File: src/rtl/core/alx_pkg.sv
`default_nettype none
// ----------------------------------------------------------------------------
// Assembly lexer package
// Token codes, character constants, the token and run records, and the
// small character-class helpers shared by the lexer modules.
// ----------------------------------------------------------------------------
package alx_pkg;

	localparam int OFFSET_BITS_DEFAULT = 16;
	localparam int ROW_BITS_DEFAULT    = 16;
	localparam int FIELD_BITS          = 16;

	// Token kinds.
	localparam logic [4:0] KIND_EOF     = 5'd0;
	localparam logic [4:0] KIND_NEWLINE = 5'd1;
	localparam logic [4:0] KIND_REG     = 5'd2;
	localparam logic [4:0] KIND_LPAREN  = 5'd3;
	localparam logic [4:0] KIND_RPAREN  = 5'd4;
	localparam logic [4:0] KIND_LBRACK  = 5'd5;
	localparam logic [4:0] KIND_RBRACK  = 5'd6;
	localparam logic [4:0] KIND_LBRACE  = 5'd7;
	localparam logic [4:0] KIND_RBRACE  = 5'd8;
	localparam logic [4:0] KIND_ARROW   = 5'd9;
	localparam logic [4:0] KIND_EQ      = 5'd10;
	localparam logic [4:0] KIND_COMMA   = 5'd11;
	localparam logic [4:0] KIND_ID      = 5'd12;
	localparam logic [4:0] KIND_FUNC    = 5'd13;
	localparam logic [4:0] KIND_DATA    = 5'd14;
	localparam logic [4:0] KIND_LABEL   = 5'd15;
	localparam logic [4:0] KIND_STR     = 5'd16;
	localparam logic [4:0] KIND_NUM     = 5'd17;
	localparam logic [4:0] KIND_ERROR   = 5'd18;

	// Number bases.
	localparam logic [1:0] BASE_BIN = 2'd0;
	localparam logic [1:0] BASE_OCT = 2'd1;
	localparam logic [1:0] BASE_DEC = 2'd2;
	localparam logic [1:0] BASE_HEX = 2'd3;

	// Keywords, packed as their four ASCII bytes.
	localparam logic [31:0] KW_FUNC = 32'h6675_6E63;
	localparam logic [31:0] KW_DATA = 32'h6461_7461;

	// Characters.
	localparam logic [7:0] CH_END    = 8'h00;
	localparam logic [7:0] CH_TAB    = 8'h09;
	localparam logic [7:0] CH_LF     = 8'h0A;
	localparam logic [7:0] CH_SPACE  = 8'h20;
	localparam logic [7:0] CH_QUOTE  = 8'h22;
	localparam logic [7:0] CH_PCT    = 8'h25;
	localparam logic [7:0] CH_LPAREN = 8'h28;
	localparam logic [7:0] CH_RPAREN = 8'h29;
	localparam logic [7:0] CH_COMMA  = 8'h2C;
	localparam logic [7:0] CH_MINUS  = 8'h2D;
	localparam logic [7:0] CH_DOT    = 8'h2E;
	localparam logic [7:0] CH_ZERO   = 8'h30;
	localparam logic [7:0] CH_ONE    = 8'h31;
	localparam logic [7:0] CH_SEVEN  = 8'h37;
	localparam logic [7:0] CH_NINE   = 8'h39;
	localparam logic [7:0] CH_COLON  = 8'h3A;
	localparam logic [7:0] CH_EQ     = 8'h3D;
	localparam logic [7:0] CH_GT     = 8'h3E;
	localparam logic [7:0] CH_UC_A   = 8'h41;
	localparam logic [7:0] CH_UC_F   = 8'h46;
	localparam logic [7:0] CH_UC_Z   = 8'h5A;
	localparam logic [7:0] CH_LBRACK = 8'h5B;
	localparam logic [7:0] CH_BSLASH = 8'h5C;
	localparam logic [7:0] CH_RBRACK = 8'h5D;
	localparam logic [7:0] CH_USCORE = 8'h5F;
	localparam logic [7:0] CH_LC_A   = 8'h61;
	localparam logic [7:0] CH_LC_B   = 8'h62;
	localparam logic [7:0] CH_LC_F   = 8'h66;
	localparam logic [7:0] CH_LC_X   = 8'h78;
	localparam logic [7:0] CH_LC_Z   = 8'h7A;
	localparam logic [7:0] CH_LBRACE = 8'h7B;
	localparam logic [7:0] CH_RBRACE = 8'h7D;

	typedef struct packed {
		logic [4:0]            kind;
		logic [1:0]            base;
		logic [FIELD_BITS-1:0] start;
		logic [FIELD_BITS-1:0] length;
		logic [FIELD_BITS-1:0] row;
	} token_t;

	// All tokens caused by one text byte: up to two, in order.
	typedef struct packed {
		logic [1:0] count;
		token_t     first;
		token_t     second;
	} run_t;

	function automatic logic [FIELD_BITS-1:0] clamp_field(input logic [31:0] v);
		return (|v[31:FIELD_BITS]) ? {FIELD_BITS{1'b1}} : v[FIELD_BITS-1:0];
	endfunction

	function automatic logic is_digit(input logic [7:0] b);
		return (b >= CH_ZERO) && (b <= CH_NINE);
	endfunction

	function automatic logic is_alpha(input logic [7:0] b);
		return ((b >= CH_LC_A) && (b <= CH_LC_Z)) || ((b >= CH_UC_A) && (b <= CH_UC_Z));
	endfunction

	function automatic logic is_idchar(input logic [7:0] b);
		return is_alpha(b) || is_digit(b) || (b == CH_USCORE) || (b == CH_DOT);
	endfunction

	function automatic logic in_base(input logic [7:0] b, input logic [1:0] base);
		logic r;
		case (base)
			BASE_BIN: r = (b >= CH_ZERO) && (b <= CH_ONE);
			BASE_OCT: r = (b >= CH_ZERO) && (b <= CH_SEVEN);
			BASE_DEC: r = is_digit(b);
			default:  r = is_digit(b) || ((b >= CH_UC_A) && (b <= CH_UC_F))
				|| ((b >= CH_LC_A) && (b <= CH_LC_F));
		endcase
		return r;
	endfunction

endpackage : alx_pkg
`default_nettype wire

File: src/rtl/core/alx_scan.sv
`default_nettype none
// ----------------------------------------------------------------------------
// Lexer scan unit
// Holds the scan state and, for each text byte it is told to take, builds
// the run of tokens that byte completes and moves the state on.
// ----------------------------------------------------------------------------
module alx_scan
	import alx_pkg::*;
#(
	parameter int OFFSET_BITS = OFFSET_BITS_DEFAULT,
	parameter int ROW_BITS    = ROW_BITS_DEFAULT
) (
	input  wire logic       clk,
	input  wire logic       arst_n,
	input  wire logic       advance,
	input  wire logic [7:0] text_byte,
	output run_t            run
);

	typedef enum logic [3:0] {
		MODE_IDLE, MODE_MINUS, MODE_COMMENT, MODE_REGOPEN, MODE_ZERO,
		MODE_DIGITS, MODE_IDENT, MODE_LABEL, MODE_STRING
	} mode_t;

	mode_t                  mode_q, mode_d;
	logic [OFFSET_BITS-1:0] byte_offset_q, byte_offset_d;
	logic [ROW_BITS-1:0]    line_number_q, line_number_d;
	logic [OFFSET_BITS-1:0] start_offset_q, start_offset_d;
	logic [ROW_BITS-1:0]    start_line_q, start_line_d;
	logic [31:0]            id_prefix_q, id_prefix_d;
	logic [1:0]             digit_base_q, digit_base_d;
	logic                   escape_q, escape_d;
	logic                   reg_flag_q, reg_flag_d;
	logic [FIELD_BITS-1:0]  tok_len_q, tok_len_d;

	logic [OFFSET_BITS-1:0] off_inc;
	logic [ROW_BITS-1:0]    line_inc;
	logic [FIELD_BITS-1:0]  len_inc;
	logic [FIELD_BITS-1:0]  cur_start, cur_row, here_start, here_row;

	// Effects of scanning the byte from the idle state.
	mode_t                  i_mode;
	logic                   i_begin, i_emit, i_reg_wr, i_reg_val, i_esc_clr;
	logic                   i_pre_wr, i_base_wr;
	logic [OFFSET_BITS-1:0] i_start;
	logic [FIELD_BITS-1:0]  i_len;
	token_t                 i_tok;

	// Token ending the pending one, and whether the byte is then rescanned.
	logic                   c_emit, use_idle;
	token_t                 c_tok;

	assign off_inc   = (&byte_offset_q) ? byte_offset_q : byte_offset_q + 1'b1;
	assign line_inc  = (&line_number_q) ? line_number_q : line_number_q + 1'b1;
	assign len_inc   = (&tok_len_q) ? tok_len_q : tok_len_q + 1'b1;
	assign cur_start  = clamp_field(32'(start_offset_q));
	assign cur_row    = clamp_field(32'(start_line_q));
	assign here_start = clamp_field(32'(byte_offset_q));
	assign here_row   = clamp_field(32'(line_number_q));

	always_comb begin
		i_mode    = MODE_IDLE;
		i_begin   = 1'b0;
		i_start   = byte_offset_q;
		i_len     = FIELD_BITS'(1);
		i_emit    = 1'b0;
		i_reg_wr  = 1'b0;
		i_reg_val = 1'b0;
		i_esc_clr = 1'b0;
		i_pre_wr  = 1'b0;
		i_base_wr = 1'b0;
		i_tok     = '{kind: KIND_ERROR, base: BASE_BIN, start: here_start,
			length: FIELD_BITS'(1), row: here_row};
		case (text_byte)
			CH_END: begin
				i_emit = 1'b1;
				i_tok.kind = KIND_EOF;
				i_tok.length = '0;
			end
			CH_SPACE, CH_TAB: ;
			CH_LF: begin
				i_emit = 1'b1;
				i_tok.kind = KIND_NEWLINE;
			end
			CH_LPAREN: begin i_emit = 1'b1; i_tok.kind = KIND_LPAREN; end
			CH_RPAREN: begin i_emit = 1'b1; i_tok.kind = KIND_RPAREN; end
			CH_LBRACK: begin i_emit = 1'b1; i_tok.kind = KIND_LBRACK; end
			CH_RBRACK: begin i_emit = 1'b1; i_tok.kind = KIND_RBRACK; end
			CH_LBRACE: begin i_emit = 1'b1; i_tok.kind = KIND_LBRACE; end
			CH_RBRACE: begin i_emit = 1'b1; i_tok.kind = KIND_RBRACE; end
			CH_EQ:     begin i_emit = 1'b1; i_tok.kind = KIND_EQ; end
			CH_COMMA:  begin i_emit = 1'b1; i_tok.kind = KIND_COMMA; end
			CH_PCT: begin
				// Register text starts after the percent sign.
				i_reg_wr  = 1'b1;
				i_reg_val = 1'b1;
				i_begin   = 1'b1;
				i_mode    = MODE_REGOPEN;
				i_start   = off_inc;
				i_len     = '0;
			end
			CH_MINUS: begin
				i_begin = 1'b1;
				i_mode  = MODE_MINUS;
			end
			CH_QUOTE: begin
				i_esc_clr = 1'b1;
				i_begin   = 1'b1;
				i_mode    = MODE_STRING;
				i_start   = off_inc;
				i_len     = '0;
			end
			CH_DOT: begin
				i_begin = 1'b1;
				i_mode  = MODE_LABEL;
			end
			default: begin
				if (is_alpha(text_byte) || (text_byte == CH_USCORE)) begin
					i_begin  = 1'b1;
					i_mode   = MODE_IDENT;
					i_pre_wr = 1'b1;
				end else if (is_digit(text_byte)) begin
					i_reg_wr = 1'b1;
					i_begin  = 1'b1;
					if (text_byte == CH_ZERO) begin
						i_mode = MODE_ZERO;
					end else begin
						i_mode    = MODE_DIGITS;
						i_base_wr = 1'b1;
					end
				end else begin
					i_emit = 1'b1;
				end
			end
		endcase
	end

	always_comb begin
		mode_d         = mode_q;
		start_offset_d = start_offset_q;
		start_line_d   = start_line_q;
		id_prefix_d    = id_prefix_q;
		digit_base_d   = digit_base_q;
		escape_d       = escape_q;
		reg_flag_d     = reg_flag_q;
		tok_len_d      = tok_len_q;
		c_emit         = 1'b0;
		use_idle       = 1'b0;
		c_tok          = '{kind: KIND_ERROR, base: BASE_BIN, start: cur_start,
			length: tok_len_q, row: cur_row};

		case (mode_q)
			MODE_MINUS: begin
				mode_d = MODE_IDLE;
				c_emit = 1'b1;
				c_tok.length = FIELD_BITS'(2);
				if (text_byte == CH_MINUS) begin
					mode_d = MODE_COMMENT;
					c_emit = 1'b0;
				end else if (text_byte == CH_GT) begin
					c_tok.kind = KIND_ARROW;
				end else if (text_byte == CH_END) begin
					c_tok.length = FIELD_BITS'(1);
					use_idle = 1'b1;
				end
			end
			MODE_COMMENT: begin
				if (text_byte == CH_LF) begin
					mode_d = MODE_IDLE;
				end else if (text_byte == CH_END) begin
					use_idle = 1'b1;
				end
			end
			MODE_REGOPEN: begin
				if (is_digit(text_byte)) begin
					start_offset_d = byte_offset_q;
					start_line_d   = line_number_q;
					tok_len_d      = FIELD_BITS'(1);
					if (text_byte == CH_ZERO) begin
						mode_d = MODE_ZERO;
					end else begin
						mode_d       = MODE_DIGITS;
						digit_base_d = BASE_DEC;
					end
				end else begin
					// A percent sign with no digits is an empty register token.
					digit_base_d = BASE_DEC;
					c_emit       = 1'b1;
					c_tok        = '{kind: KIND_REG, base: BASE_DEC, start: here_start,
						length: '0, row: here_row};
					use_idle     = 1'b1;
				end
			end
			MODE_ZERO: begin
				mode_d = MODE_DIGITS;
				if ((text_byte == CH_LC_B) || (text_byte == CH_LC_X)) begin
					digit_base_d = (text_byte == CH_LC_B) ? BASE_BIN : BASE_HEX;
					tok_len_d    = len_inc;
				end else begin
					digit_base_d = BASE_OCT;
					if (in_base(text_byte, BASE_OCT)) begin
						tok_len_d = len_inc;
					end else begin
						c_emit     = 1'b1;
						c_tok.kind = reg_flag_q ? KIND_REG : KIND_NUM;
						c_tok.base = BASE_OCT;
						use_idle   = 1'b1;
					end
				end
			end
			MODE_DIGITS: begin
				if (in_base(text_byte, digit_base_q)) begin
					tok_len_d = len_inc;
				end else begin
					c_emit     = 1'b1;
					c_tok.kind = reg_flag_q ? KIND_REG : KIND_NUM;
					c_tok.base = digit_base_q;
					use_idle   = 1'b1;
				end
			end
			MODE_IDENT: begin
				if (is_idchar(text_byte)) begin
					if (tok_len_q < FIELD_BITS'(4)) begin
						id_prefix_d = {id_prefix_q[23:0], text_byte};
					end
					tok_len_d = len_inc;
				end else begin
					c_emit     = 1'b1;
					c_tok.kind = KIND_ID;
					if ((tok_len_q == FIELD_BITS'(4)) && (id_prefix_q == KW_FUNC)) begin
						c_tok.kind = KIND_FUNC;
					end else if ((tok_len_q == FIELD_BITS'(4)) && (id_prefix_q == KW_DATA)) begin
						c_tok.kind = KIND_DATA;
					end
					use_idle = 1'b1;
				end
			end
			MODE_LABEL: begin
				if (is_idchar(text_byte)) begin
					tok_len_d = len_inc;
				end else if (text_byte == CH_COLON) begin
					c_emit       = 1'b1;
					c_tok.kind   = KIND_LABEL;
					c_tok.length = len_inc;
					mode_d       = MODE_IDLE;
				end else begin
					c_emit   = 1'b1;
					use_idle = 1'b1;
				end
			end
			MODE_STRING: begin
				if ((text_byte == CH_END) || (text_byte == CH_LF)) begin
					escape_d = 1'b0;
					c_emit   = 1'b1;
					use_idle = 1'b1;
				end else if (escape_q) begin
					escape_d  = 1'b0;
					tok_len_d = len_inc;
				end else if (text_byte == CH_QUOTE) begin
					c_emit     = 1'b1;
					c_tok.kind = KIND_STR;
					mode_d     = MODE_IDLE;
				end else begin
					if (text_byte == CH_BSLASH) begin
						escape_d = 1'b1;
					end
					tok_len_d = len_inc;
				end
			end
			default: begin
				use_idle = 1'b1;
			end
		endcase

		// The byte that ended a token is scanned as a fresh one.
		if (use_idle) begin
			mode_d = i_mode;
			if (i_begin) begin
				start_offset_d = i_start;
				start_line_d   = line_number_q;
				tok_len_d      = i_len;
			end
			if (i_reg_wr) begin
				reg_flag_d = i_reg_val;
			end
			if (i_esc_clr) begin
				escape_d = 1'b0;
			end
			if (i_pre_wr) begin
				id_prefix_d = {24'd0, text_byte};
			end
			if (i_base_wr) begin
				digit_base_d = BASE_DEC;
			end
		end

		byte_offset_d = (text_byte != CH_END) ? off_inc : byte_offset_q;
		line_number_d = (text_byte == CH_LF) ? line_inc : line_number_q;
	end

	always_comb begin
		run.count  = 2'(c_emit) + 2'(use_idle & i_emit);
		run.first  = c_emit ? c_tok : i_tok;
		run.second = i_tok;
	end

	always_ff @(posedge clk or negedge arst_n) begin
		if (!arst_n) begin
			mode_q         <= MODE_IDLE;
			byte_offset_q  <= '0;
			line_number_q  <= ROW_BITS'(1);
			start_offset_q <= '0;
			start_line_q   <= ROW_BITS'(1);
			id_prefix_q    <= '0;
			digit_base_q   <= BASE_DEC;
			escape_q       <= 1'b0;
			reg_flag_q     <= 1'b0;
			tok_len_q      <= '0;
		end else if (advance) begin
			mode_q         <= mode_d;
			byte_offset_q  <= byte_offset_d;
			line_number_q  <= line_number_d;
			start_offset_q <= start_offset_d;
			start_line_q   <= start_line_d;
			id_prefix_q    <= id_prefix_d;
			digit_base_q   <= digit_base_d;
			escape_q       <= escape_d;
			reg_flag_q     <= reg_flag_d;
			tok_len_q      <= tok_len_d;
		end
	end

endmodule : alx_scan
`default_nettype wire

File: src/rtl/core/alx_run_fifo.sv
`default_nettype none
// ----------------------------------------------------------------------------
// Token run queue
// Two-entry queue of token runs; hands the tokens out one per request, and
// marks the final token of each run.
// ----------------------------------------------------------------------------
module alx_run_fifo
	import alx_pkg::*;
(
	input  wire logic                  clk,
	input  wire logic                  arst_n,
	input  wire logic                  push,
	input  wire run_t                  run,
	output logic                       room,
	output logic                       token_valid,
	input  wire logic                  token_stall,
	output logic [4:0]                 token_kind,
	output logic [1:0]                 number_base,
	output logic [FIELD_BITS-1:0]      token_start,
	output logic [FIELD_BITS-1:0]      token_length,
	output logic [FIELD_BITS-1:0]      token_row,
	output logic                       last_of_run
);

	run_t       entry_q [2];
	logic       wr_ptr_q, rd_ptr_q, sub_q;
	logic [1:0] count_q;
	run_t       head;
	token_t     tok;
	logic       pop_tok, pop_entry;

	assign head        = entry_q[rd_ptr_q];
	assign tok         = sub_q ? head.second : head.first;
	assign room        = (count_q != 2'd2);
	assign token_valid = (count_q != 2'd0);
	assign last_of_run = sub_q || (head.count != 2'd2);
	assign pop_tok     = token_valid && !token_stall;
	assign pop_entry   = pop_tok && last_of_run;

	assign token_kind   = tok.kind;
	assign number_base  = tok.base;
	assign token_start  = tok.start;
	assign token_length = tok.length;
	assign token_row    = tok.row;

	always_ff @(posedge clk) begin
		if (push) begin
			entry_q[wr_ptr_q] <= run;
		end
	end

	always_ff @(posedge clk or negedge arst_n) begin
		if (!arst_n) begin
			wr_ptr_q <= 1'b0;
			rd_ptr_q <= 1'b0;
			sub_q    <= 1'b0;
			count_q  <= 2'd0;
		end else begin
			if (push) begin
				wr_ptr_q <= ~wr_ptr_q;
			end
			if (pop_entry) begin
				rd_ptr_q <= ~rd_ptr_q;
				sub_q    <= 1'b0;
			end else if (pop_tok) begin
				sub_q <= 1'b1;
			end
			count_q <= count_q + 2'(push) - 2'(pop_entry);
		end
	end

endmodule : alx_run_fifo
`default_nettype wire

File: src/rtl/core/assembly_token_lexer_core.sv
`default_nettype none
// ----------------------------------------------------------------------------
// Assembly token lexer core
// Streams source text in, one byte per request, and streams tokens out with
// kind, number base, start offset, length and row.
// ----------------------------------------------------------------------------
// Each text byte is taken into an input register, scanned by a small state
// machine once the queue has room, and the one or two tokens it completes are
// written as one run into a two-entry output queue. A byte is accepted every
// cycle while the queue has room, so text flows at one byte per clock as
// long as no more than one token per byte is drawn on average; a byte that
// finishes a pending token and also forms a token of its own gives two
// tokens, which leave on two consecutive output requests, the second
// marked last_of_run. Spaces, tabs and comments give no token at all. Byte
// value zero ends the text: it closes whatever token is open and yields an
// end token, after which the lexer is idle again and later text continues
// the same offsets and rows. Offsets count from zero and rows from one; the
// internal counters are OFFSET_BITS and ROW_BITS wide and hold at their
// maximum, and every reported position and length holds at 65535. There is
// no clearing pass after reset; the block takes text at once.
// ----------------------------------------------------------------------------
module assembly_token_lexer_core
	import alx_pkg::*;
#(
	parameter int OFFSET_BITS = OFFSET_BITS_DEFAULT,
	parameter int ROW_BITS    = ROW_BITS_DEFAULT
) (
	input  wire logic                  clk,
	input  wire logic                  arst_n,
	input  wire logic                  text_valid,
	output logic                       text_stall,
	input  wire logic [7:0]            text_byte,
	output logic                       token_valid,
	input  wire logic                  token_stall,
	output logic [4:0]                 token_kind,
	output logic [1:0]                 number_base,
	output logic [FIELD_BITS-1:0]      token_start,
	output logic [FIELD_BITS-1:0]      token_length,
	output logic [FIELD_BITS-1:0]      token_row,
	output logic                       last_of_run
);

	logic [7:0] byte_s1;
	logic       valid_s1;
	logic       room, advance, accept;
	run_t       run;

	// The held byte is scanned whenever the queue can take its run; the
	// input register refills in the same cycle.
	assign advance    = valid_s1 && room;
	assign text_stall = valid_s1 && !room;
	assign accept     = text_valid && !text_stall;

	always_ff @(posedge clk) begin
		if (accept) begin
			byte_s1 <= text_byte;
		end
	end

	always_ff @(posedge clk or negedge arst_n) begin
		if (!arst_n) begin
			valid_s1 <= 1'b0;
		end else if (accept) begin
			valid_s1 <= 1'b1;
		end else if (advance) begin
			valid_s1 <= 1'b0;
		end
	end

	// Scan state machine: state advances once per scanned byte.
	alx_scan #(
		.OFFSET_BITS(OFFSET_BITS),
		.ROW_BITS   (ROW_BITS)
	) u_scan (
		.clk      (clk),
		.arst_n   (arst_n),
		.advance  (advance),
		.text_byte(byte_s1),
		.run      (run)
	);

	// Runs with no token (blanks, comment text, open tokens) are not queued.
	alx_run_fifo u_fifo (
		.clk         (clk),
		.arst_n      (arst_n),
		.push        (advance && (run.count != 2'd0)),
		.run         (run),
		.room        (room),
		.token_valid (token_valid),
		.token_stall (token_stall),
		.token_kind  (token_kind),
		.number_base (number_base),
		.token_start (token_start),
		.token_length(token_length),
		.token_row   (token_row),
		.last_of_run (last_of_run)
	);

endmodule : assembly_token_lexer_core
`default_nettype wire

File: config.mk
export PLATFORM = sky130hd
export DESIGN_NAME = assembly_token_lexer_core
export DESIGN_NICKNAME = d
export VERILOG_FILES = /design/src/rtl/core/alx_pkg.sv /design/src/rtl/core/alx_scan.sv /design/src/rtl/core/alx_run_fifo.sv /design/src/rtl/core/assembly_token_lexer_core.sv
export SDC_FILE = /design/constraint.sdc
export NUM_CORES = 1
export LEC_CHECK = 0
export BUFFER_PORTS_ARGS = -buffer_cell sky130_fd_sc_hd__buf_2
export CORE_MARGIN = 2
export CORE_UTILIZATION = 56
export DETAILED_ROUTE_END_ITERATION = 12
export PLACE_DENSITY = 0.77
export SLEW_MARGIN = 20
export SYNTH_ARGS = -nofsm -noshare
export SYNTH_HDL_FRONTEND = slang
export SYNTH_SLANG_ARGS = --single-unit
export TNS_END_PERCENT = 20
File: constraint.sdc
create_clock -name clk -period 7.2 [get_ports clk]
set_input_delay 0.72 -clock clk [delete_from_list [all_inputs] [get_ports clk]]
set_output_delay 0.72 -clock clk [all_outputs]
set_load 0.005 [all_outputs]
==> impl_metrics.env <==
export IMPL_outcome="finished clean"
export IMPL_register_area_um2=9107
export IMPL_period_share_pct=71.68
export IMPL_antenna_cells=0
export IMPL_ys_warnings_count=0
export IMPL_hold_buffers=0
export IMPL_ys_seq_area_share_pct=59.56
export IMPL_grt_start_max_net_pins=70
export IMPL_io_buffers=69
export IMPL_post_cts_setup_buffers=0
export IMPL_die_y_um=169.2
export IMPL_hold_viol_final=0
export IMPL_crit_buf_inv=2
export IMPL_slowest_stage="edfxtp_1"
export IMPL_path_delay_family="simple AND/OR/NAND/NOR gates"
export IMPL_grt_pass1_wl_mm=56.90
export IMPL_drtIter0Drc=895
export IMPL_min_period_ns=5.161
export IMPL_critPathArrivalTime_ns=5.29
export IMPL_globalplace_congestion=0.9587
export IMPL_timing_critical_path_fanout_max=69
export IMPL_finalClockSkew_ns=0.01750
export IMPL_track_usage_pct=25.31
export IMPL_grt_overflow=0
export IMPL_rsz0062_at_grt="false"
export IMPL_finalNetCount=1257
export IMPL_ys_ff_latch=324
export IMPL_cts_buffer_depth=3
export IMPL_fmax_ghz=0.1938
export IMPL_cts_tree="yes"
export IMPL_p_leak_uw=0.006563
export IMPL_wl_mm=35.27
export IMPL_worstHoldPathType="input port to async pin"
export IMPL_clk_pin_slew_worst_paths_ns=0.06
export IMPL_rows=60
export IMPL_ios=70
export IMPL_ant_nets=0
export IMPL_crit_chain="o21ba_2, o211a_1, or4_1, and2_1, nand3_2, inv_2, ha_1, nand2b_1, nor2_4, buf_4"
export IMPL_setup_viol=0
export IMPL_cp_data_required_time_ns=7.33
export IMPL_syn_to_final_growth_pct=10.81
export IMPL_fp_dieW_um=169.2
export IMPL_syn_area_um2=15280
export IMPL_fill_cells=2076
export IMPL_ys_top_cells_by_area="edfxtp_1, dfrtp_1, mux4_2, mux2_2, nor2_1"
export IMPL_initial_core_util_pct=56.87
export IMPL_p_comb_share_pct=31.5
export IMPL_power_frac_seq_pct=43.6
export IMPL_synth_top_area_share_pct=38.90
export IMPL_synth_area_leader_cell="edfxtp_1"
export IMPL_hpwl_mm=23.31
export IMPL_powerDensity_nw_per_um2=399.0
export IMPL_worstMarginPinSlew_ns=1.091
export IMPL_maxSlewViolCount=0
export IMPL_synth_edf_count=198
export IMPL_crit_type="register to register"
export IMPL_p_int_uw=4516
export IMPL_drv_cap=0
export IMPL_drc=0
export IMPL_synth_most_common_cell="edfxtp_1"
export IMPL_drt_wirelength_per_cell_um=21.99
export IMPL_fin_cells=1604
export IMPL_p_sw_share_pct=33.17
export IMPL_vias=10210
export IMPL_clock_power_share_pct=24.9
export IMPL_dieArea_um2=28630
export IMPL_htree_num_levels=2
export IMPL_first_global_vias=10120
export IMPL_core_area_um2=26880
export IMPL_endpoint_kind="register"
export IMPL_insertion_delay_ns=0.52
export IMPL_final_util_pct=63.02
export IMPL_relSlewSlack_pct=27.13
export IMPL_drive_above_1_share_pct=19.64
export IMPL_numCtsBuffers=34
export IMPL_synth_commonest_cells="edfxtp_1, dfrtp_1, nor2_1, nand2_1, mux2_2"
export IMPL_synth_avg_cell_area_um2=12.79
export IMPL_syn_nets=1215
export IMPL_crit_path_max_incr_delay_ns=0.97
export IMPL_syn_inst=1195
export IMPL_multi_input_area_um2=5791
export IMPL_final_setup_tns_ns=0
export IMPL_peakVddDrop_mv=0.2184
export IMPL_via_per_inst=6.362
export IMPL_cts_root_buf="clkbuf_16"
export IMPL_grt_antenna_before_repair=0
export IMPL_synth_main_ff_cell="edfxtp_1"
export IMPL_start_kind="register"
export IMPL_cts_resized=0
export IMPL_yosysUniqueCellTypes=88
export IMPL_place_inst=1542
export IMPL_async_flop_share_pct=38.89
export IMPL_cts_sinks=324
export IMPL_switchingPower_uw=2242
export IMPL_first_pass_iters=5
-- power groups by stage --
stage / logic (µW) / registers [µW] / clock network (µW)
floorplan: 1540 / 2880 / 0
global placement: 2130 / 2950 / 0
detailed placement: 2150 / 2980 / 0
CTS: 2160 / 2950 / 1710
global route: 2330 / 3010 / 1790
finish: 2130 / 2950 / 1680
-- per-layer routing --
| metal | GRT usage (%) | part of all wire (%) | wire, µm | up-vias |
|---|---|---|---|---|
| met4 | 6.726 | 2.2 | 761 | 0 |
| met2 | 41.22 | 49 | 17290 | 308 |
| met3 | 4.035 | 5.7 | 1996 | 62 |
| met1 | 35.93 | 43 | 15230 | 5170 |
| met5 | 0 | 0 | 0 | - |
| li1 | - | - | - | 4665 |
-- flip-flops by register name (all words and copies together) (netlist names) --
name and flops:
u_scan.tok_len_q 16, u_fifo.sub_q 1, u_scan.cur_row 16, u_fifo.count_q 2, u_scan.cur_start 16, byte_s1 8
valid_s1 1, u_fifo.wr_ptr_q 1, u_fifo.rd_ptr_q 1, u_scan.digit_base_q 2, u_scan.byte_offset_q 16, u_scan.mode_q 4
u_scan.id_prefix_q 32, u_scan.reg_flag_q 1, u_scan.escape_q 1, u_fifo.entry_q 190, u_scan.here_row 16
-- path summary, 6_finish.rpt --
| check | from | end | slack (ns) | depth (start not counted) |
|---|---|---|---|---|
| max in group asynchronous | arst_n | u_fifo.rd_ptr_q | 5.47 | 2 |
| worst min-delay path | arst_n | u_scan.byte_offset_q[10] | 0.28 | 1 |
| worst max-delay path | byte_s1[3] | u_fifo.entry_q[1][74] | 2.04 | 10 |
| worst min register to register | u_scan.cur_row[14] | u_scan.cur_row[14] | 0.49 | 1 |
| worst max register to register | byte_s1[3] | u_fifo.entry_q[1][74] | 2.04 | 10 |
| min in group clk | text_byte[6] | byte_s1[6] | 0.39 | 1 |
-- cell families (layout without fill, tap and decap cells) --
kind of cell,after synthesis,in the layout,share of synthesized area (%)
flip-flops,324,324,59.56
multiplexers,122,122,11.60
AO/OA/AOI/OAI,230,230,10.77
adder cells (fa/ha/maj),8,8,0.6550
XOR/XNOR,33,33,1.891
buffers and inverters,98,166,2.685
AND/OR/NAND/NOR,380,380,12.84
-- worst register-to-register path, delay by kind of cell (launching register included) --
kind,cells,cell delay [ns]
compound gates,2,0.49
fa+ha+maj,1,0.25
buf+inv,2,1.05
flops,1,0.97
simple gates,5,1.99
-- area by class of cell --
type                       instances  share of cell area (%)
sequential                       324                   53.78
multi-input combinational        773                   34.19
clock buffer                      49                   5.533
timing repair buffer              81                   2.660
tap                              341                   2.519
clock inverter                    13                  0.8126
inverter                          23                  0.5098
-- cells in the final DEF, fill, tap and decap left out, types with 8 or more instances in the layout --
cell type	netlist	layout
mux4_2	38	38
edfxtp_1	198	198
xor2_1	17	17
ha_1	8	8
nand4_1	14	14
clkbuf_16	0	34
nor2_1	102	100
dfrtp_1	123	121
and3_1	25	25
inv_1	21	21
mux2_1	11	11
a22o_1	27	27
xnor2_1	16	16
buf_4	5	12
or3_1	13	13
a221o_1	12	12
a31oi_1	11	11
nand2b_1	12	12
nor4_1	11	11
nor3_1	34	34
clkbuf_1	45	12
nand2_1	77	77
a211oi_1	9	9
mux2_2	50	50
o21ai_0	43	43
a21oi_1	45	45
buf_2	19	68
mux2i_1	23	23
and2_1	12	12
nand3_1	34	34
o22ai_1	12	12
-- per-stage QoR --
stage	power [µW]	hold WS (ns)	worst slack, ns	instance area (µm²)
global route	7124	0.3432	1.732	16940
global placement	5086	0.4611	2.074	15860
finish	6758	0.2794	2.039	16940
detailed placement	5137	0.4708	2.035	15860
floorplan	4422	0.4244	-0.04230	15280
CTS	6825	0.3032	2.023	16940
No activity file was read; power rests on OpenSTA's default activity.
